[src/sv/lbfr_pkg.sv]
// Shared constants, types and CORDIC tables for the lidar beam reprojection block.
// Used by every module of the block; depends on nothing.
package lbfr_pkg;

  localparam int SCAN_BEAMS_DEF = 1024;

  // Angles in units of 2^-14 rad.
  localparam int PI_U       = 51472;
  localparam int HALF_PI_U  = 25736;
  localparam int TWO_PI_U   = 102944;
  localparam int THREE_PI_U = 154416;
  localparam int GAIN_Q14   = 9949;
  localparam int ITERS      = 15;

  // Field widths.
  localparam int IDX_W   = 10;
  localparam int RNG_W   = 16;
  localparam int AMIN_W  = 17;
  localparam int STEP_W  = 15;
  localparam int ROT_W   = 16;
  localparam int SHIFT_W = 16;
  localparam int CFG_W   = 17;

  // Internal widths.
  localparam int RED_W   = 26;  // beam angle offset by 3*pi, always positive
  localparam int RECIP_SH = 40;
  localparam logic [23:0] RECIP = 24'((64'd1 << RECIP_SH) / 64'd102944);
  localparam int MUL_W   = 50;
  localparam int Z_W     = 18;  // CORDIC angle accumulator
  localparam int CS_W    = 18;  // cos/sin in Q14
  localparam int PX_W    = 32;  // range * cos
  localparam int P_W     = 48;  // rotation products
  localparam int B_W     = 34;  // transformed point, Q14 mm
  localparam int VW      = 36;  // vectoring datapath
  localparam int D_W     = 20;  // bearing difference
  localparam int NUM_W   = 19;  // magnitude of the bearing difference

  localparam logic signed [Z_W-1:0] ATAN_TAB [ITERS] = '{
    18'sd12868, 18'sd7596, 18'sd4014, 18'sd2037, 18'sd1023, 18'sd512, 18'sd256,
    18'sd128, 18'sd64, 18'sd32, 18'sd16, 18'sd8, 18'sd4, 18'sd2, 18'sd1
  };

  typedef enum logic [2:0] {
    CFG_IN_ANGLE_MIN = 3'd0,
    CFG_ANGLE_STEP   = 3'd1,
    CFG_ROT_XX       = 3'd2,
    CFG_ROT_XY       = 3'd3,
    CFG_ROT_YX       = 3'd4,
    CFG_ROT_YY       = 3'd5,
    CFG_SHIFT_X      = 3'd6,
    CFG_SHIFT_Y      = 3'd7
  } cfg_reg_e;

endpackage

[src/sv/lbfr_vector.sv]
// Vectoring-mode CORDIC pipeline: (x, y) in, bearing and scaled magnitude out.
// One half-plane stage then one register stage per iteration. Uses lbfr_pkg.
module lbfr_vector #(
  parameter int W      = lbfr_pkg::VW,
  parameter int SIDE_W = 1
) (
  input  logic                             clk_i,
  input  logic                             rst_ni,
  input  logic                             en_i,
  input  logic                             valid_i,
  input  logic signed [W-1:0]              x_i,
  input  logic signed [W-1:0]              y_i,
  input  logic [SIDE_W-1:0]                side_i,
  output logic                             valid_o,
  output logic signed [lbfr_pkg::Z_W-1:0]  ang_o,
  output logic signed [W-1:0]              mag_o,
  output logic [SIDE_W-1:0]                side_o
);

  localparam int N = lbfr_pkg::ITERS;

  logic                             valid_q [N+1];
  logic signed [W-1:0]              x_q [N+1];
  logic signed [W-1:0]              y_q [N+1];
  logic signed [lbfr_pkg::Z_W-1:0]  z_q [N+1];
  logic [SIDE_W-1:0]                side_q [N+1];

  always_ff @(posedge clk_i or negedge rst_ni) begin
    if (!rst_ni) begin
      valid_q[0] <= 1'b0;
    end else if (en_i) begin
      valid_q[0] <= valid_i;
    end
  end

  // left half plane: mirror through the origin and start from +/-pi
  always_ff @(posedge clk_i) begin
    if (en_i) begin
      if (x_i < 0) begin
        x_q[0] <= -x_i;
        y_q[0] <= -y_i;
        z_q[0] <= (y_i >= 0) ? lbfr_pkg::Z_W'(lbfr_pkg::PI_U)
                             : -lbfr_pkg::Z_W'(lbfr_pkg::PI_U);
      end else begin
        x_q[0] <= x_i;
        y_q[0] <= y_i;
        z_q[0] <= '0;
      end
      side_q[0] <= side_i;
    end
  end

  for (genvar i = 0; i < N; i++) begin : g_iter
    always_ff @(posedge clk_i or negedge rst_ni) begin
      if (!rst_ni) begin
        valid_q[i+1] <= 1'b0;
      end else if (en_i) begin
        valid_q[i+1] <= valid_q[i];
      end
    end

    always_ff @(posedge clk_i) begin
      if (en_i) begin
        if (y_q[i] >= 0) begin
          x_q[i+1] <= x_q[i] + (y_q[i] >>> i);
          y_q[i+1] <= y_q[i] - (x_q[i] >>> i);
          z_q[i+1] <= z_q[i] + lbfr_pkg::ATAN_TAB[i];
        end else begin
          x_q[i+1] <= x_q[i] - (y_q[i] >>> i);
          y_q[i+1] <= y_q[i] + (x_q[i] >>> i);
          z_q[i+1] <= z_q[i] - lbfr_pkg::ATAN_TAB[i];
        end
        side_q[i+1] <= side_q[i];
      end
    end
  end

  assign valid_o = valid_q[N];
  assign ang_o   = z_q[N];
  assign mag_o   = x_q[N];
  assign side_o  = side_q[N];

endmodule

[config.mk]
export PLATFORM = sky130hd
export DESIGN_NAME = lbfr_vector
export DESIGN_NICKNAME = d
export VERILOG_FILES = /design/src/sv/lbfr_pkg.sv /design/src/sv/lbfr_vector.sv
export SDC_FILE = /design/constraint.sdc
export NUM_CORES = 2
export LEC_CHECK = 0
export BUFFER_PORTS_ARGS = -buffer_cell sky130_fd_sc_hd__buf_2
export CORE_ASPECT_RATIO = 1.1
export CORE_UTILIZATION = 35
export CTS_CLUSTER_DIAMETER = 150
export CTS_CLUSTER_SIZE = 40
export DETAILED_ROUTE_END_ITERATION = 7
export GPL_ROUTABILITY_DRIVEN = 0
export GPL_TIMING_DRIVEN = 0
export PLACE_DENSITY = 0.48
export SLEW_MARGIN = 20
export SYNTH_ARGS = -nofsm -noshare
export SYNTH_HDL_FRONTEND = slang
export SYNTH_SLANG_ARGS = --single-unit
[constraint.sdc]
create_clock -name clk_i -period 7.6 [get_ports clk_i]
set_input_delay 1.52 -clock clk_i [delete_from_list [all_inputs] [get_ports clk_i]]
set_output_delay 1.52 -clock clk_i [all_outputs]
set_load 0.02 [all_outputs]
# Yosys cells after proc, flatten, opt, wreduce, memory -nomap -nowiden
# Memories as Yosys holds them, arrays and structs flattened.
# Cells that the tools add are included.
totals:
  regBits: 16
  ram_bits: 1456
  output_inout_bits: 56
  word_cells: 323
  memories: 4
mem_list:
  columns: ["memory", "depth", "width", "read_ports", "rd_ports_with_merged_regs", "wr", "line", "rtl"]
  rows:
  - ["x_q", 16, 36, 16, 0, 16, "lbfr_vector.sv:23", "logic signed [W-1:0] x_q [N+1];"]
  - ["y_q", 16, 36, 15, 0, 16, "lbfr_vector.sv:24", "logic signed [W-1:0] y_q [N+1];"]
  - ["z_q", 16, 18, 16, 0, 16, "lbfr_vector.sv:25", "logic signed [lbfr_pkg::Z_W-1:0] z_q [N+1];"]
  - ["side_q", 16, 1, 16, 0, 16, "lbfr_vector.sv:26", "logic [SIDE_W-1:0] side_q [N+1];"]
op_classes:
  addsub: 91
  magnitude_cmp: 17
  mux: 147
  n_bitwise: 48
ops:
  columns: ["operator", "n"]
  rows:
  - ["$mux 36", 32]
  - ["$ge 36x1->1 const B", 16]
  - ["$mux 18", 17]
  - ["$mux 1", 98]
  - ["$add 36x22->36", 2]
  - ["$add 36x23->36", 2]
  - ["$add 36x24->36", 2]
  - ["$add 36x25->36", 2]
  - ["$add 36x26->36", 2]
  - ["$add 36x27->36", 2]
  - ["$add 36x28->36", 2]
  - ["$add 36x29->36", 2]
  - ["$add 36x30->36", 2]
  - ["$add 36x31->36", 2]
  - ["$add 36x32->36", 2]
  - ["$add 36x33->36", 2]
  - ["$add 36x34->36", 2]
  - ["$add 36x35->36", 2]
  - ["$neg 36->36", 2]
  - ["$sub 36x22->36", 2]
  - ["$sub 36x23->36", 2]
  - ["$sub 36x24->36", 2]
  - ["$sub 36x25->36", 2]
  - ["$sub 36x26->36", 2]
  - ["other kinds (41)", 100]

# Longest topological paths before layout
depth:
  depth_word: 5
  ltp_mapped: 23
  ltp_nobuf: 23

# Worst setup path after synthesis
# Ideal clock, no wire load.
synth_timing:
  path_kind: "input port to flip-flop"
  start: "in en_i"
  end: "mem x_q[13][35] (netlist name), data pin"
  setup_ns: 0.259
  arrival_ns: 5.880
  required_time_ns: 7.341
  setup_slack_ns: 1.461
  path_stages: 18
  path_buffers: 3
  path_cell_list: "clkbuf_1 clkbuf_1 nand2_1 inv_1 buf_1 mux2i_1 ha_1 nor2b_1 o31a_1 o311a_1 o41ai_2 a21oi_1 a31o_1 or4_1 o311a_2 a31oi_4 o21ai_1 xnor2_1"
synth_lines:
  columns: ["item", "line", "rtl"]
  rows:
  - ["start, declared", "lbfr_vector.sv:9", "input logic en_i,"]
  - ["end, declared", "lbfr_vector.sv:23", null]

==> key figures <==
Timing
  – Actual slew at the worst max-slew pin: 1.22 ns
  – Part of the cycle the worst path needs: 0.962
  – Max Fclk: 137 MHz
  – Worst slew margin: 0.189
  – Hold Fails Final Rpt: 0
  – RSZ-0062 raised after global routing: no
  – Clock Skew: 0.0832 ns
  – Final Max Tran Viols: 0
  – Fin crit period: 7.31 ns
  – Final Setup Violations: 0
  – Setup TNS: 0 ns

Run
  – Maxcap violations: 0

Worst setup path
  – Worst-path fanout max: 21
  – CP startpoint kind: input pin
  – Crit end category: flip-flop
  – WS Path Type: in2reg
  – WP data required: 8.20 ns
  – Worst Path Arrival: 7.91 ns

Yosys
  – Synth Register Bits: 1386
  – Post-Synthesis Net Count: 14000
  – Synth cell count leaders: edfxtp_1 (1370), a21oi_1 (1280), ha_1 (1265)
  – Yosys cell types: 102
  – Seq/Total Area, Yosys: 0.349
  – Post-synth EDFFs: 1370
  – FFs w/ async S/R, synth: 0.0115
  – Netlist Area Pre-Place: 0.119 mm²
  – Average size of a mapped cell: 9.42 µm²
  – Yosys top cell area share: 0.346
  – Most used DFF post-synth: edfxtp_1
  – Synth top area cells: edfxtp_1 (35%), ha_1 (13%), xnor2_1 (8.7%), a21oi_1 (5.4%), xor2_1 (4.9%)
  – Most frequent cell after synthesis: edfxtp_1
  – Mapped Cells: 12600
  – Synth warn: 0
  – Area leader, netlist: edfxtp_1

Die
  – # IOs: 133
  – Initial core utilization: 0.352
  – Die outline width: 558 µm
  – Rows: 224
  – Die Span Y: 613 µm
  – DIE AREA: 0.342 mm²
  – Core area: 0.338 mm²

Place
  – Port bufs: 131
  – Hpwl dp: 313 mm
  – Inst Count DP: 17300

Routing
  – ANT nets after route: 0
  – Met2 wire length: 191 mm
  – Total wire length: 379 mm
  – Vias per cell: 5.53
  – DR vias: 96200
  – DRC: 0
  – Met3 Routed Length: 15.5 mm
  – DR WL/cell: 21.8 µm
  – M1 wire length: 153 mm
  – DR iter-0 viols: 6924
  – First-pass DRT Iterations: 8
  – Uppermost layer routed: met5

Status
  – Outcome: completed

Clock network
  – Max Buffers Root-to-Sink: 3
  – Worst-Skew Late Latency: 0.82 ns
  – Clock root buffer: clkbuf_16
  – Worst-path clk slew: 0.16 ns
  – Total CTS buffers: 47
  – CTS Sinks: 1386
  – # hold bufs at CTS: 0
  – TritonCTS clock tree: yes
  – H-tree Lvls: 2
  – Postcts setup bufs: 0

GRT
  – First-pass GRT wire length: 567 mm
  – Overall Global Routing Usage: 0.214
  – Initial antenna violation count: 8
  – Grt ovf: 0
  – Vias in the first global route: 93400
  – Pin count of the biggest net entering global routing: 60

Finish
  – Total Nets Final: 14200
  – Fin cells: 17400
  – # fillers: 33700
  – P&R area growth vs syn: 7.36%
  – Share of post-route cells with drive strength above 1: 0.0356

Worst hold path
  – HP Class: reg2reg
[per-stage QoR]
stage                     instance area (µm²)   util  setup WS, ns  hold WS, ns
after floorplan                        119000      -          1.46        0.400
after global placement                 125000  0.370         -5.43        0.403
after detailed placement               126000  0.372         -1.71        0.405
after CTS                              128000  0.377        0.0178        0.412
after global routing                   128000  0.377        0.0242        0.408
final                                  128000  0.377         0.290        0.406
[per-layer routing]
metal  GRT usage  vias up
met4      0.0971        6
li1            -    46900
met1       0.251    46100
met5           0        -
met3      0.0201      607
met2       0.392     2512
[area by class of cell]
type	instances	area [µm²]	area share
multi-input combinational	10400	74200	0.581
sequential	1386	41500	0.325
tap	4520	5660	0.0443
inverter	583	2190	0.0172
timing repair buffer	155	1280	0.0100
clock buffer	52	1230	0.00960
buffer	267	1130	0.00889
clock inverter	25	422	0.00330
antenna	7	17.5	0.000137
[final timing paths]
| path | slack (ns) | startpoint | to | cells after the start |
|---|---|---|---|---|
| worst min-delay path | 0.41 | z_q[11][2] | z_q[12][2] | 0 |
| max in group asynchronous | 6.74 | rst_ni | valid_q[14] | 1 |
| worst max-delay path | 0.29 | en_i | y_q[2][68] | 21 |
| worst max register to register | 1.39 | y_q[2][7] | x_q[5][35] | 19 |
| min in group asynchronous | 0.59 | rst_ni | valid_q[13] | 1 |
| worst min register to register | 0.41 | z_q[11][2] | z_q[12][2] | 0 |
[critical path, stage by stage]
cell and delay (ns):
buf_4 0.46, clkbuf_4 0.43, buf_16 0.19, clkbuf_4 0.33, nand2_1 0.46, inv_1 0.49
buf_2 0.54, nor2_1 0.11, xor2_1 0.18, ha_1 0.33, a21oi_1 0.20, nand3b_1 0.18
a32oi_1 0.21, o211a_1 0.37, a31oi_1 0.40, o31ai_1 0.18, o41ai_2 0.52, o21ba_2 0.23
o21ai_0 0.09, a21oi_1 0.20, xnor2_1 0.13
[layout by cell type (no fill, tap or decap), types with 58 or more instances in the layout]
master    count
or3_1        84
o21ai_0     812
a31oi_1     109
and3_1       95
xnor2_1    1183
a21o_1      548
inv_1       569
o31ai_1     197
nor4_1      106
or4_1        58
a211oi_1     80
nand2_1     762
nor3_1      244
a21oi_1    1280
nand3_1     196
edfxtp_1   1370
o21bai_1    177
nor2_1      958
buf_2       142
nand2b_1    242
clkbuf_1    196
o41ai_1      93
o211ai_1     60
ha_1       1265
nand4_1      92
o21a_1      159
xor2_1      665
nor2b_1     181
[sequential cells by signal, indices dropped and copies added (netlist names)]
signal	flops
z_q	253
x_q	575
valid_o	1
valid_q	15
y_q	526
side_q	16
[what timing repair did]
| item | in CTS | in global routing |
|---|---|---|
| cloned | 0 | 0 |
| gates resized for setup | 7 | 9 |
| setup endpoints to repair | 38 | 15 |
[logic make-up (layout without fill, tap and decap cells)]
family	after synthesis	after routing	synth area share
adders and majority gates	1309	1309	0.141
muxes	82	82	0.00727
and+or+nand+nor	3241	3241	0.133
AOI/OAI and AO/OA	3905	3905	0.207
buffers and inverters	851	1082	0.0270
DFF	1386	1386	0.349
other	1	8	0.0000315
xor gates and xnor gates	1848	1848	0.136
Power is not shown: default switching activity piles up to over one toggle a cycle in this logic, so the estimate is an artifact.
