--- src/sv/lbfr_pkg.sv ---
// Shared constants, types and CORDIC tables for the lidar beam reprojection block.
// Used by every module of the block; depends on nothing.
package lbfr_pkg;

  localparam int SCAN_BEAMS_DEF = 1024;

  // Angles in units of 2^-14 rad.
  localparam int PI_U       = 51472;
  localparam int HALF_PI_U  = 25736;
  localparam int TWO_PI_U   = 102944;
  localparam int THREE_PI_U = 154416;
  localparam int GAIN_Q14   = 9949;
  localparam int ITERS      = 15;

  // Field widths.
  localparam int IDX_W   = 10;
  localparam int RNG_W   = 16;
  localparam int AMIN_W  = 17;
  localparam int STEP_W  = 15;
  localparam int ROT_W   = 16;
  localparam int SHIFT_W = 16;
  localparam int CFG_W   = 17;

  // Internal widths.
  localparam int RED_W   = 26;  // beam angle offset by 3*pi, always positive
  localparam int RECIP_SH = 40;
  localparam logic [23:0] RECIP = 24'((64'd1 << RECIP_SH) / 64'd102944);
  localparam int MUL_W   = 50;
  localparam int Z_W     = 18;  // CORDIC angle accumulator
  localparam int CS_W    = 18;  // cos/sin in Q14
  localparam int PX_W    = 32;  // range * cos
  localparam int P_W     = 48;  // rotation products
  localparam int B_W     = 34;  // transformed point, Q14 mm
  localparam int VW      = 36;  // vectoring datapath
  localparam int D_W     = 20;  // bearing difference
  localparam int NUM_W   = 19;  // magnitude of the bearing difference

  localparam logic signed [Z_W-1:0] ATAN_TAB [ITERS] = '{
    18'sd12868, 18'sd7596, 18'sd4014, 18'sd2037, 18'sd1023, 18'sd512, 18'sd256,
    18'sd128, 18'sd64, 18'sd32, 18'sd16, 18'sd8, 18'sd4, 18'sd2, 18'sd1
  };

  typedef enum logic [2:0] {
    CFG_IN_ANGLE_MIN = 3'd0,
    CFG_ANGLE_STEP   = 3'd1,
    CFG_ROT_XX       = 3'd2,
    CFG_ROT_XY       = 3'd3,
    CFG_ROT_YX       = 3'd4,
    CFG_ROT_YY       = 3'd5,
    CFG_SHIFT_X      = 3'd6,
    CFG_SHIFT_Y      = 3'd7
  } cfg_reg_e;

endpackage

--- src/sv/lbfr_divide.sv ---
// Pipelined restoring divider, one quotient bit per stage, with overflow flag
// for quotients at or above 2^QB. Uses lbfr_pkg for widths.
module lbfr_divide #(
  parameter int QB     = 10,
  parameter int SIDE_W = 1
) (
  input  logic                              clk_i,
  input  logic                              rst_ni,
  input  logic                              en_i,
  input  logic                              valid_i,
  input  logic [lbfr_pkg::NUM_W-1:0]        num_i,
  input  logic [lbfr_pkg::STEP_W-1:0]       den_i,
  input  logic [SIDE_W-1:0]                 side_i,
  output logic                              valid_o,
  output logic [QB-1:0]                     quo_o,
  output logic                              ovf_o,
  output logic [SIDE_W-1:0]                 side_o
);

  localparam int CW = lbfr_pkg::NUM_W + lbfr_pkg::STEP_W + QB;

  logic              valid_q [QB+1];
  logic [CW-1:0]     rem_q [QB+1];
  logic [QB-1:0]     quo_q [QB+1];
  logic              ovf_q [QB+1];
  logic [SIDE_W-1:0] side_q [QB+1];

  always_ff @(posedge clk_i or negedge rst_ni) begin
    if (!rst_ni) begin
      valid_q[0] <= 1'b0;
    end else if (en_i) begin
      valid_q[0] <= valid_i;
    end
  end

  always_ff @(posedge clk_i) begin
    if (en_i) begin
      rem_q[0]  <= CW'(num_i);
      quo_q[0]  <= '0;
      ovf_q[0]  <= CW'(num_i) >= (CW'(den_i) << QB);
      side_q[0] <= side_i;
    end
  end

  for (genvar j = 0; j < QB; j++) begin : g_bit
    localparam int K = QB - 1 - j;
    logic [CW-1:0] trial;
    assign trial = CW'(den_i) << K;

    always_ff @(posedge clk_i or negedge rst_ni) begin
      if (!rst_ni) begin
        valid_q[j+1] <= 1'b0;
      end else if (en_i) begin
        valid_q[j+1] <= valid_q[j];
      end
    end

    always_ff @(posedge clk_i) begin
      if (en_i) begin
        quo_q[j+1] <= quo_q[j];
        if (rem_q[j] >= trial) begin
          rem_q[j+1]    <= rem_q[j] - trial;
          quo_q[j+1][K] <= 1'b1;
        end else begin
          rem_q[j+1] <= rem_q[j];
        end
        ovf_q[j+1]  <= ovf_q[j];
        side_q[j+1] <= side_q[j];
      end
    end
  end

  assign valid_o = valid_q[QB];
  assign quo_o   = quo_q[QB];
  assign ovf_o   = ovf_q[QB];
  assign side_o  = side_q[QB];

endmodule

--- config.mk ---
export PLATFORM = sky130hd
export DESIGN_NAME = lbfr_divide
export DESIGN_NICKNAME = d
export VERILOG_FILES = /design/src/sv/lbfr_pkg.sv /design/src/sv/lbfr_divide.sv
export SDC_FILE = /design/constraint.sdc
export NUM_CORES = 1
export LEC_CHECK = 0
export BUFFER_PORTS_ARGS = -buffer_cell sky130_fd_sc_hd__clkbuf_2
export CORE_MARGIN = 5
export CORE_UTILIZATION = 45
export CTS_CLUSTER_DIAMETER = 200
export DETAILED_ROUTE_END_ITERATION = 10
export SETUP_SLACK_MARGIN = 0.02
export SLEW_MARGIN = 30
export SYNTH_ARGS = -nofsm -noshare
export SYNTH_HDL_FRONTEND = slang
export SYNTH_SLANG_ARGS = --single-unit
--- constraint.sdc ---
create_clock -name clk_i -period 5.8 [get_ports clk_i]
set_input_delay 0.29 -clock clk_i [delete_from_list [all_inputs] [get_ports clk_i]]
set_output_delay 0.29 -clock clk_i [all_outputs]
set_load 0.02 [all_outputs]
Word level (Yosys, flattened, before mapping)
Memory sizes are Yosys's and may differ from the RTL's.
Cells that the tools add are included.

storage, ports and cells
  register bits after elaboration = 11
  latch bits = 0
  RAM bits = 616
  memory bits (read-only) = 0
  input port bits = 39
  output and inout port bits = 13
  logic and storage cells = 138
  memories kept = 4

operators by class
  $add $sub $neg = 10
  multipliers = 0
  div/mod/pow operators = 0
  order comparisons = 11
  equality and inequality tests = 0
  shift operators = 0
  multiplexer cells = 82
  bitwise gates (word level) = 20
  reductions and logical operators = 0

memory list
  memory  depth  width  rd ports  clocked after Yosys merged registers in  write ports  line               source
  rem_q   11     44     10        0                                        11           lbfr_divide.sv:23  logic [CW-1:0] rem_q [QB+1];
  quo_q   11     10     11        0                                        11           lbfr_divide.sv:24  logic [QB-1:0] quo_q [QB+1];
  ovf_q   11     1      11        0                                        11           lbfr_divide.sv:25  logic ovf_q [QB+1];
  side_q  11     1      11        0                                        11           lbfr_divide.sv:26  logic [SIDE_W-1:0] side_q [QB+1];

operators with widths
  kind            number
  $mux 44         10
  $mux 1          72
  $ge 44x15->1    1
  $ge 44x16->1    1
  $ge 44x17->1    1
  $ge 44x18->1    1
  $ge 44x19->1    1
  $ge 44x20->1    1
  $ge 44x21->1    1
  $ge 44x22->1    1
  $ge 44x23->1    1
  $ge 44x24->1    1
  $sub 44x15->44  1
  $sub 44x16->44  1
  $sub 44x17->44  1
  $sub 44x18->44  1
  $sub 44x19->44  1
  $sub 44x20->44  1
  $sub 44x21->44  1
  $sub 44x22->44  1
  $sub 44x23->44  1
  $sub 44x24->44  1
  $ge 19x25->1    1
  $or 1x1->1      20

Logic depth before layout (Yosys ltp)
An unclocked memory read counts as a cell.

  depth in word-level cells = 6
  gate-level depth with buffers = 14
  depth with buffers taken out = 12

Worst setup path after synthesis
No wires, ideal clock.

  kind = input port to flip-flop
  start = input den_i[1] (netlist bit)
  end = memory rem_q[9][31] (netlist bit), data pin
  setup time = 271 ps
  data arrival time = 3273 ps
  data required time = 5529 ps
  path slack = 2256 ps
  cell stages on the path = 11
  path buffers = 1
  cells stage by stage = inv_1 > ha_1 > nor2b_1 > o21ai_0 > or4b_2 > a2111oi_2 > or2_2 > or3_1 > clkbuf_1 > nor4_1 > xor2_1

RTL lines
  item                line               source
  start: declaration  lbfr_divide.sv:12  input logic [lbfr_pkg::STEP_W-1:0] den_i,
  end: declaration    lbfr_divide.sv:23

==> results.json <==
{
  "result_of_the_run": "finished, final reports clean",
  "slew_headroom": 0.378,
  "cts_root_buffer": "clkbuf_16",
  "die_width_um": 258,
  "leakage_uw": 0.0112,
  "grt_max_degree": 191,
  "core_area_um2": 61300,
  "cts.reportedPaths.clkPinSlew_ps": 60,
  "cts.repair.resized": 0,
  "rsz0062_at_grt": "false",
  "proportion_of_power_drawn_by_the_clock_network": 0.281,
  "synthFlopType": "edfxtp_1",
  "finalNetCount": 2697,
  "clockBufferDepth": 3,
  "timing.critical_path.from_type": "register",
  "ys_warn_count": 0,
  "setup-tns-final_ps": 0,
  "io_buffer_count": 51,
  "insertion_delay_ps": 600,
  "clock-skew-final_ps": 20.3,
  "category_of_the_most_critical_setup_path": "register to register",
  "h-tree-depth": 2,
  "netSwitchingFraction": 0.310,
  "timing.final.crit_period_ps": 4100,
  "post_synth_num_cell_types": 76,
  "antenna_found_initial": 0,
  "worstHoldPathType": "primary input to async pin",
  "tritoncts.num_buffers": 55,
  "syn_to_final_growth_pct": 11.4,
  "dr.pass1.iters": 5,
  "syn_inst": 2403,
  "mappedNetlistNets": 2606,
  "synth-edff-count": 486,
  "p_comb_frac": 0.277,
  "initial_utilization": 0.452,
  "power_switching_uw": 3610,
  "syn-cell-area_um2": 27700,
  "cts_tree": "done",
  "timing.final.ws_setup_ps": 1700,
  "path_max_fanout": 25,
  "via_count_of_the_first_global_routing_pass": 19500,
  "row_count": 91,
  "boundaryPins": 52,
  "fin_crit_sh": 0.707,
  "max_cap_violations": 0,
  "endpoint_kind": "register",
  "post-place-ws_ps": 1540,
  "timing.final.max_slew_violations": 0,
  "detailroute.via_count": 18700,
  "gpl.final_weighted_congestion": 0.893,
  "int_power_uw": 8030,
  "setup-violations-final": 0,
  "global_route_wire_length_before_repair_um": 99500,
  "globalRoute.totalOverflow": 0,
  "timing_worst_slew_pin_value_ps": 932,
  "detail_route.drc_violations": 0,
  "ir_drop_uv": 264,
  "synth_sequential_area_ratio": 0.537,
  "worst_ep_arrival_time_ps": 4430,
  "detail_route.vias_per_cell": 5.61,
  "layout-drive-gt1-share": 0.0895,
  "most_common_cell_after_layout_fill_and_taps_aside": "edfxtp_1",
  "seq_power_share": 0.442,
  "floorplan.die_area_um2": 66600,
  "post-dp-hpwl_um": 46900,
  "synth_seq_cells": 497,
  "fmax_mhz": 244,
  "power.density_nw_per_um2": 378,
  "wl_per_cell_um": 18.5,
  "timing_hold_violations_final": 0,
  "starting_drc_count_in_detailed_routing": 932,
  "clock-sinks": 497,
  "worst-endpoint-required_ps": 6120,
  "die-height_um": 258,
  "synth_async_sr_flop_share": 0.0221,
  "route.antenna.remaining_nets": 0,
  "most_frequent_cells_in_the_layout": "edfxtp_1, nand2_1, nor2_1, ha_1, xor2_1",
  "postRouteWirelength_um": 61700,
  "synth_area_per_cell_um2": 11.5,
  "grt_usage": 0.184
}
registers in the layout, summed over array words and instances, names as in the netlist, named ones only:
register / flops
valid_o: 1
valid_q: 10
quo_q: 54
rem_q: 409
ovf_q: 11
side_q: 11
stage by stage:
stage,cell area [um^2],hold WS [ps],utilization,cells,power (uW)
finish,30800,95.5,0.503,3328,11600
detailed placement,28900,178,0.471,3204,8400
floorplan,27700,-5.59,-,2403,7540
global route,30800,87.5,0.503,3327,12400
CTS,30800,64.2,0.503,3326,11800
global placement,28900,169,0.471,3204,8350
cells by family after synthesis:
group	Yosys count	synth area share
mux	38	0.0151
buf+inv	124	0.0173
simple gates	829	0.157
xor+xnor	276	0.0874
compound gates	475	0.110
flops	497	0.537
fa+ha+maj	164	0.0766
what timing repair did:
item	in CTS	in global routing
setup buffers	0	0
hold buffers	22	0
hold endpoints to repair	32	0
final cells by class:
class	instances	area, um^2
Clock inverter	33	263
Timing Repair Buffer	98	706
Fill cell	5393	30400
Antenna cell	1	2.50
Tap cell	790	988
Inverter	60	225
Multi-Input combinational cell	1782	12300
Sequential cell	497	14900
Clock buffer	67	1440
critical path, stage by stage, from the launching register on:
cell,delay (ps)
edfxtp_1,440
nor4_1,750
or3b_2,590
nor4_1,400
a21oi_1,170
o211a_1,250
buf_4,210
nor2_1,590
nand4_1,230
xnor2_1,200
Yosys cell counts, types with 5 or more instances:
| master | number | area, um^2 |
|---|---|---|
| nor2b_1 | 27 | 169 |
| o21ai_0 | 124 | 621 |
| a31o_2 | 5 | 43.8 |
| a311oi_1 | 7 | 61.3 |
| nand4b_1 | 7 | 61.3 |
| xor2_1 | 145 | 1270 |
| mux2_2 | 31 | 349 |
| or3_1 | 45 | 282 |
| o21bai_1 | 9 | 67.6 |
| nor2_1 | 171 | 642 |
| nor4b_1 | 14 | 123 |
| clkbuf_1 | 54 | 203 |
| nand3b_1 | 9 | 67.6 |
| nor3b_1 | 6 | 45.0 |
| buf_2 | 7 | 35.0 |
| o211ai_1 | 8 | 60.1 |
| a21o_1 | 52 | 390 |
| or4_1 | 39 | 293 |
| ha_1 | 155 | 1940 |
| a211oi_1 | 14 | 105 |
| mux2i_1 | 7 | 70.1 |
| inv_1 | 59 | 221 |
| edfxtp_1 | 486 | 14600 |
| and3_1 | 17 | 106 |
| a211o_1 | 8 | 70.1 |
| fa_1 | 9 | 180 |
| a21oi_1 | 136 | 681 |
| nand4_1 | 26 | 163 |
| o31a_1 | 8 | 70.1 |
| and2_1 | 10 | 62.6 |
| xnor2_1 | 131 | 1150 |
| or2_2 | 17 | 106 |
| nand2_1 | 179 | 672 |
| nor4_1 | 66 | 413 |
| dfrtp_1 | 11 | 275 |
| nor3_1 | 92 | 460 |
| o21a_1 | 32 | 240 |
| nand3_1 | 42 | 210 |
| o31ai_1 | 15 | 113 |
| nand2b_1 | 45 | 282 |
| a31oi_1 | 13 | 81.3 |
path summary, 6_finish.rpt:
path	from	endpoint	slack, ps	depth (start not counted)
setup / recovery	rem_q[2][26]	rem_q[3][39]	1700	9
hold / removal	rst_ni	valid_q[4]	100	2
setup reg to reg	rem_q[2][26]	rem_q[3][39]	1700	9
hold reg to reg	quo_q[5][6]	quo_q[6][6]	410	0
max in group asynchronous	rst_ni	valid_q[10]	5490	2
min in group clk_i	den_i[11]	rem_q[1][20]	110	3
layer usage:
| metal | global-route usage | wire (um) | vias to the layer above | share of wire |
|---|---|---|---|---|
| li1 | - | - | 9274 | - |
| met1 | 0.205 | 24600 | 8840 | 0.40 |
| met2 | 0.341 | 31900 | 394 | 0.52 |
| met3 | 0.0249 | 1790 | 153 | 0.029 |
| met4 | 0.0931 | 3360 | 0 | 0.054 |
| met5 | 0 | 0 | - | 0 |
power by group through the flow:
stage                     combinational (uW)  clock [uW]  sequential [uW]
final                                   3220        3270             5140
after global routing                    3600        3550             5200
after CTS                               3220        3400             5140
after detailed placement                3190           0             5210
after global placement                  3150           0             5200
after floorplan                         2450           0             5090
No activity file was read; power rests on OpenSTA's default activity.
