$ cat src/sv/lbfr_pkg.sv
// Shared constants, types and CORDIC tables for the lidar beam reprojection block.
// Used by every module of the block; depends on nothing.
package lbfr_pkg;

  localparam int SCAN_BEAMS_DEF = 1024;

  // Angles in units of 2^-14 rad.
  localparam int PI_U       = 51472;
  localparam int HALF_PI_U  = 25736;
  localparam int TWO_PI_U   = 102944;
  localparam int THREE_PI_U = 154416;
  localparam int GAIN_Q14   = 9949;
  localparam int ITERS      = 15;

  // Field widths.
  localparam int IDX_W   = 10;
  localparam int RNG_W   = 16;
  localparam int AMIN_W  = 17;
  localparam int STEP_W  = 15;
  localparam int ROT_W   = 16;
  localparam int SHIFT_W = 16;
  localparam int CFG_W   = 17;

  // Internal widths.
  localparam int RED_W   = 26;  // beam angle offset by 3*pi, always positive
  localparam int RECIP_SH = 40;
  localparam logic [23:0] RECIP = 24'((64'd1 << RECIP_SH) / 64'd102944);
  localparam int MUL_W   = 50;
  localparam int Z_W     = 18;  // CORDIC angle accumulator
  localparam int CS_W    = 18;  // cos/sin in Q14
  localparam int PX_W    = 32;  // range * cos
  localparam int P_W     = 48;  // rotation products
  localparam int B_W     = 34;  // transformed point, Q14 mm
  localparam int VW      = 36;  // vectoring datapath
  localparam int D_W     = 20;  // bearing difference
  localparam int NUM_W   = 19;  // magnitude of the bearing difference

  localparam logic signed [Z_W-1:0] ATAN_TAB [ITERS] = '{
    18'sd12868, 18'sd7596, 18'sd4014, 18'sd2037, 18'sd1023, 18'sd512, 18'sd256,
    18'sd128, 18'sd64, 18'sd32, 18'sd16, 18'sd8, 18'sd4, 18'sd2, 18'sd1
  };

  typedef enum logic [2:0] {
    CFG_IN_ANGLE_MIN = 3'd0,
    CFG_ANGLE_STEP   = 3'd1,
    CFG_ROT_XX       = 3'd2,
    CFG_ROT_XY       = 3'd3,
    CFG_ROT_YX       = 3'd4,
    CFG_ROT_YY       = 3'd5,
    CFG_SHIFT_X      = 3'd6,
    CFG_SHIFT_Y      = 3'd7
  } cfg_reg_e;

endpackage

$ cat src/sv/lbfr_rotate.sv
// Rotation-mode CORDIC pipeline: reduced angle in, cos/sin (Q14) out.
// One quadrant-fold stage then one register stage per iteration. Uses lbfr_pkg.
module lbfr_rotate #(
  parameter int SIDE_W = 1
) (
  input  logic                              clk_i,
  input  logic                              rst_ni,
  input  logic                              en_i,
  input  logic                              valid_i,
  input  logic signed [lbfr_pkg::Z_W-1:0]   ang_i,
  input  logic [SIDE_W-1:0]                 side_i,
  output logic                              valid_o,
  output logic signed [lbfr_pkg::CS_W-1:0]  cos_o,
  output logic signed [lbfr_pkg::CS_W-1:0]  sin_o,
  output logic [SIDE_W-1:0]                 side_o
);

  localparam int N = lbfr_pkg::ITERS;

  logic                              valid_q [N+1];
  logic signed [lbfr_pkg::CS_W-1:0]  x_q [N+1];
  logic signed [lbfr_pkg::CS_W-1:0]  y_q [N+1];
  logic signed [lbfr_pkg::Z_W-1:0]   z_q [N+1];
  logic                              neg_q [N+1];
  logic [SIDE_W-1:0]                 side_q [N+1];

  logic signed [lbfr_pkg::Z_W-1:0]   z0_d;
  logic                              neg0_d;

  // fold into [-pi/2, pi/2], negate the result later
  always_comb begin
    z0_d   = ang_i;
    neg0_d = 1'b0;
    if (ang_i > lbfr_pkg::Z_W'(lbfr_pkg::HALF_PI_U)) begin
      z0_d   = ang_i - lbfr_pkg::Z_W'(lbfr_pkg::PI_U);
      neg0_d = 1'b1;
    end else if (ang_i < -lbfr_pkg::Z_W'(lbfr_pkg::HALF_PI_U)) begin
      z0_d   = ang_i + lbfr_pkg::Z_W'(lbfr_pkg::PI_U);
      neg0_d = 1'b1;
    end
  end

  always_ff @(posedge clk_i or negedge rst_ni) begin
    if (!rst_ni) begin
      valid_q[0] <= 1'b0;
    end else if (en_i) begin
      valid_q[0] <= valid_i;
    end
  end

  always_ff @(posedge clk_i) begin
    if (en_i) begin
      x_q[0]    <= lbfr_pkg::CS_W'(lbfr_pkg::GAIN_Q14);
      y_q[0]    <= '0;
      z_q[0]    <= z0_d;
      neg_q[0]  <= neg0_d;
      side_q[0] <= side_i;
    end
  end

  for (genvar i = 0; i < N; i++) begin : g_iter
    always_ff @(posedge clk_i or negedge rst_ni) begin
      if (!rst_ni) begin
        valid_q[i+1] <= 1'b0;
      end else if (en_i) begin
        valid_q[i+1] <= valid_q[i];
      end
    end

    always_ff @(posedge clk_i) begin
      if (en_i) begin
        if (z_q[i] >= 0) begin
          x_q[i+1] <= x_q[i] - (y_q[i] >>> i);
          y_q[i+1] <= y_q[i] + (x_q[i] >>> i);
          z_q[i+1] <= z_q[i] - lbfr_pkg::ATAN_TAB[i];
        end else begin
          x_q[i+1] <= x_q[i] + (y_q[i] >>> i);
          y_q[i+1] <= y_q[i] - (x_q[i] >>> i);
          z_q[i+1] <= z_q[i] + lbfr_pkg::ATAN_TAB[i];
        end
        neg_q[i+1]  <= neg_q[i];
        side_q[i+1] <= side_q[i];
      end
    end
  end

  assign valid_o = valid_q[N];
  assign cos_o   = neg_q[N] ? -x_q[N] : x_q[N];
  assign sin_o   = neg_q[N] ? -y_q[N] : y_q[N];
  assign side_o  = side_q[N];

endmodule

$ cat config.mk
export PLATFORM = sky130hd
export DESIGN_NAME = lbfr_rotate
export DESIGN_NICKNAME = d
export VERILOG_FILES = /design/src/sv/lbfr_pkg.sv /design/src/sv/lbfr_rotate.sv
export SDC_FILE = /design/constraint.sdc
export NUM_CORES = 2
export LEC_CHECK = 0
export BUFFER_PORTS_ARGS = -buffer_cell sky130_fd_sc_hd__buf_2
export CORE_MARGIN = 3
export CORE_UTILIZATION = 35
export CTS_BUF_LIST = sky130_fd_sc_hd__clkbuf_4 sky130_fd_sc_hd__clkbuf_8
export DETAILED_ROUTE_END_ITERATION = 6
export PLACE_DENSITY = 0.62
export REMOVE_ABC_BUFFERS = 1
export SETUP_SLACK_MARGIN = 0.1
export SYNTH_ARGS = -nofsm -noshare
export SYNTH_HDL_FRONTEND = slang
export SYNTH_SLANG_ARGS = --single-unit
$ cat constraint.sdc
create_clock -name clk_i -period 3.8 [get_ports clk_i]
set_input_delay 0.76 -clock clk_i [delete_from_list [all_inputs] [get_ports clk_i]]
set_output_delay 0.76 -clock clk_i [all_outputs]
set_load 0.05 [all_outputs]
# --- Word level (Yosys, flattened, before mapping) ---
# Memory sizes are Yosys's and may differ from the RTL's.
# Index checks and enable logic that the tools add are counted.
word_totals:
  register_bits: 16
  latch_bits: 0
  ramBits: 896
  rom_bits: 0
  out_inout_bits: 38
  elab_cells: 319
  memories: 5
mem_list:
  columns: ["memory", "words", "width", "read_ports", "rd_ports_with_merged_regs", "write_ports", "line", "source"]
  rows:
  - ["x_q", 16, 18, 16, 0, 16, "lbfr_rotate.sv:21", "logic signed [lbfr_pkg::CS_W-1:0] x_q [N+1];"]
  - ["y_q", 16, 18, 16, 0, 16, "lbfr_rotate.sv:22", "logic signed [lbfr_pkg::CS_W-1:0] y_q [N+1];"]
  - ["z_q", 16, 18, 15, 0, 16, "lbfr_rotate.sv:23", "logic signed [lbfr_pkg::Z_W-1:0] z_q [N+1];"]
  - ["neg_q", 16, 1, 16, 0, 16, "lbfr_rotate.sv:24", "logic neg_q [N+1];"]
  - ["side_q", 16, 1, 16, 0, 16, "lbfr_rotate.sv:25", "logic [SIDE_W-1:0] side_q [N+1];"]
op_classes:
  add_sub_neg: 93
  multipliers: 0
  div_mod_pow: 0
  n_lt_le_gt_ge: 17
  n_eq_ne: 0
  n_shift: 0
  muxes: 143
  bitwise: 45
  reduce_logical: 0
op_table:
  columns: ["operator", "count"]
  rows:
  - ["$mux 18", 49]
  - ["$ge 18x1->1 const B", 15]
  - ["$mux 1", 94]
  - ["$or 1x1->1", 45]
  - ["$add 18x10->18", 2]
  - ["$add 18x11->18", 2]
  - ["$add 18x11->18 const B", 2]
  - ["$add 18x12->18", 2]
  - ["$add 18x13->18", 2]
  - ["$add 18x14->18", 2]
  - ["$add 18x15->18", 2]
  - ["$add 18x16->18", 2]
  - ["$add 18x17->18", 2]
  - ["$add 18x4->18", 2]
  - ["$add 18x5->18", 2]
  - ["$add 18x6->18", 2]
  - ["$add 18x7->18", 2]
  - ["$add 18x8->18", 2]
  - ["$add 18x9->18", 2]
  - ["$neg 18->18", 2]
  - ["$sub 18x10->18", 2]
  - ["$sub 18x11->18", 2]
  - ["$sub 18x11->18 const B", 2]
  - ["$sub 18x12->18", 2]
  - ["43 further kinds", 55]

# --- Logic depth before layout (Yosys ltp) ---
logic_depth:
  ltp_word: 5
  mapped_depth: 18
  depth_no_buf: 16

# --- Least setup slack after synthesis ---
# No wires, ideal clock.
synth_path:
  kind: "input to register"
  from: "in en_i"
  to: "mem x_q[6][16] (netlist name), data pin"
  arrival_ps: 4096
  required_ps: 3539
  setup_slack_ps: -557
  cell_stages: 18
  path_buffers: 4
  cell_sequence: "clkbuf_1 > clkbuf_1 > and2_1 > clkbuf_1 > inv_1 > buf_1 > nand2_1 > o21ai_0 > inv_1 > fa_1 > nand2b_1 > a21boi_1 > o21ai_1 > a211oi_1 > nor2_1 > o21ai_1 > nor4_1 > a311o_1"
synth_rtl:
  columns: ["element", "line", "source"]
  rows:
  - ["from (decl)", "lbfr_rotate.sv:8", "input logic en_i,"]
  - ["to (decl)", "lbfr_rotate.sv:21", null]

==> results.yml <==
outcome:
  outcome: "complete, but fails checks"
  violations: "negative setup slack"
die:
  num_rows: 150
  die_y_um: 418
  ios: 61
  start_util: 0.354
  die_w_um: 418
  core_um2: 168000
  dieArea_um2: 175000
synthesis:
  synth_edf_count: 776
  synth_seq_cells: 792
  synth_area_um2: 59500
  synthCells: 5947
  synth.avg_cell_area_um2: 10.0
  yosysWarningCount: 0
  yosysUniqueCellTypes: 96
  synth_flop_cell: "edfxtp_1"
  ys_async_sr_fraction: 0.0202
  yosysSeqAreaShare: 0.398
sta:
  period_share: 1.02
  fin_tns_setup_ns: -0.112
  relSlewSlack: 0.356
  post-route-min-period_ns: 3.87
  fmax_mhz: 259
  skew_ns: 0.0554
  setup_viol: 2
  grt_setup_unrepaired: "true"
  tightestPinTransition_ns: 0.966
  finalHoldViolCount: 0
  slew_viol_final: 0
  worst_slack_ns: -0.0683
  holdWs_ns: 0.105
placement:
  place.gp.congestion: 0.870
  place_hpwl_mm: 106
  port_buffers: 60
clock_network:
  cts.clk_slew.worst_paths_ns: 0.06
  worstSkewPairLatency_ns: 0.90
  cts_tree: "yes"
  htreeDepth: 4
  clk_root_buffer_cell: "clkbuf_8"
  numCtsBuffers: 150
  clock_sinks: 792
  clk_path_buf_depth: 3
routing:
  drtAntennaViolNets: 0
  vias: 46347
  drtPass1Iterations: 7
  routedWlPerCell_um: 15.1
  routed_wl_mm: 137
  via_per_inst: 5.13
  drt_drc_violations_left: 0
  drtIter0Drc: 2370
grt:
  track_usage: 0.154
  grt_pass1_wl_mm: 224
  overflow: 0
  antenna_found_initial: 3
  grt_max_degree: 118
  grt_pass1_vias: 45653
setup_path:
  crit_path_end_kind: "primary output"
  critPathMaxStageDelay_ns: 0.54
  arrival_ns: 3.11
  cpLargestDelayFamily: "simple AND/OR/NAND/NOR gates"
  cp-start-kind: "flop"
  worst-setup-path-type: "reg -> out"
  path_buf_inv: 1
  crit_slowest_cell: "or4_4"
  cp_max_fo: 3
  critPathRequiredTime_ns: 3.04
  crit_chain: "or4_4, or3_4, or3_4, o31ai_4, xnor2_1, buf_4"
  crit_path_frequent_cell: "or3_4"
cells_and_area:
  nets: 7437
  drive_above_1_share: 0.163
  area_growth_pct: 19.3
  layout_common_cells: "edfxtp_1 (776), ha_1 (665), buf_4 (660), xnor2_1 (515), a21oi_1 (515)"
  utilization: 0.423
  layout_commonest_cell: "edfxtp_1"
job:
  drv_cap: 0
hold_path:
  hp-class: "in -> reg"
## Yosys cell counts (9+ instances only)
cell type	n	area share
a2111oi_0	15	0.0022
a211o_1	13	0.0019
a211oi_1	47	0.0059
a21boi_1	16	0.0020
a21o_1	206	0.026
a21oi_1	525	0.044
a31oi_1	55	0.0058
a41oi_1	9	0.0013
and2_1	19	0.0020
and3_1	42	0.0044
buf_1	10	0.00063
clkbuf_1	116	0.0073
dfrtp_1	16	0.0067
edfxtp_1	776	0.39
fa_1	40	0.013
ha_1	672	0.14
inv_1	343	0.022
mux2_2	24	0.0045
mux2i_1	31	0.0052
nand2_1	392	0.025
nand2b_1	97	0.010
nand3_1	84	0.0071
nand3b_1	19	0.0024
nand4_1	34	0.0036
nor2_1	466	0.029
nor2b_1	87	0.0091
nor3_1	133	0.011
nor3b_1	10	0.0013
nor4_1	38	0.0040
nor4b_1	12	0.0018
o211ai_1	22	0.0028
o21a_1	105	0.013
o21ai_0	246	0.021
o21ai_1	87	0.0073
o21bai_1	51	0.0064
o22ai_1	12	0.0013
o31a_1	22	0.0032
o31ai_1	52	0.0066
o41ai_1	21	0.0031
or2_2	13	0.0014
or3_1	40	0.0042
or4_1	21	0.0026
xnor2_1	517	0.076
xor2_1	231	0.034
## sequential cells by signal, summed over array words and instances, names as in the netlist
signal	cells
z_q	244
neg_q	16
x_q	249
y_q	251
side_q	16
valid_q	15
valid_o	1
## area by class of cell
class	count	area [µm²]
inverter	350	1310
sequential	792	23700
fill	15973	97000
clock buffer	175	2250
clock inverter	96	903
timing repair buffer	732	5550
multi-input combinational	4676	34500
antenna	3	7.51
tap	2204	2760
## cell families after synthesis
group	synth area share
AO/OA/AOI/OAI	0.171
AND/OR/NAND/NOR	0.124
flip-flops	0.398
XOR/XNOR	0.110
adder cells (fa/ha/maj)	0.155
buffers and inverters	0.0308
multiplexers	0.00975
other	0.000126
## through the flow
step / instances / area, µm² / worst slack (ns)
2_1_floorplan: 5818 / 59000 / -0.505
3_3_place_gp: 8721 / 67000 / -0.161
3_5_place_dp: 8721 / 67000 / -0.167
4_1_cts: 9003 / 70400 / -0.198
5_1_grt: 9028 / 71000 / -0.204
6_report: 9028 / 71000 / -0.0683
## worst reg2reg max path, delay by kind of cell (launching register included)
| family | cells | cell delay, ns |
|---|---|---|
| and+or+nand+nor | 6 | 1.48 |
| AOI/OAI and AO/OA | 6 | 0.94 |
| DFF | 1 | 0.38 |
| xor gates and xnor gates | 2 | 0.22 |
| buffers and inverters | 1 | 0.16 |
| adders and majority gates | 1 | 0.33 |
## timing repair
item                                    CTS  global route
hold buffers                              3             0
buffers inserted                          8            22
endpoints found under the setup margin   22            67
endpoints found under the hold margin    18             0
pin swaps                                 8            39
gates resized for setup                  31           101
## routing by layer
layer  up-vias  GRT usage  part of all wire
met2       803      0.278              0.50
met5         -          0                 0
met3       264     0.0253             0.036
met4         0     0.0520             0.028
met1     21886      0.185              0.43
li1      23394          -                 -
## path summary, 6_finish.rpt
kind,startpoint,to,slack [ns],depth (start not counted)
setup / recovery,y_q[7][24],sin_o[15],-0.07,6
hold / removal,ang_i[1],z_q[0][1],0.10,1
setup reg to reg,y_q[1][7],x_q[3][17],0.02,16
hold reg to reg,neg_q[5][0],neg_q[5][1],0.41,0
max in group asynchronous,rst_ni,valid_q[5],3.18,2
min in group asynchronous,rst_ni,valid_q[1],0.35,2
Power is not shown: default switching activity piles up to over one toggle a cycle in this logic, so the estimate is an artifact.
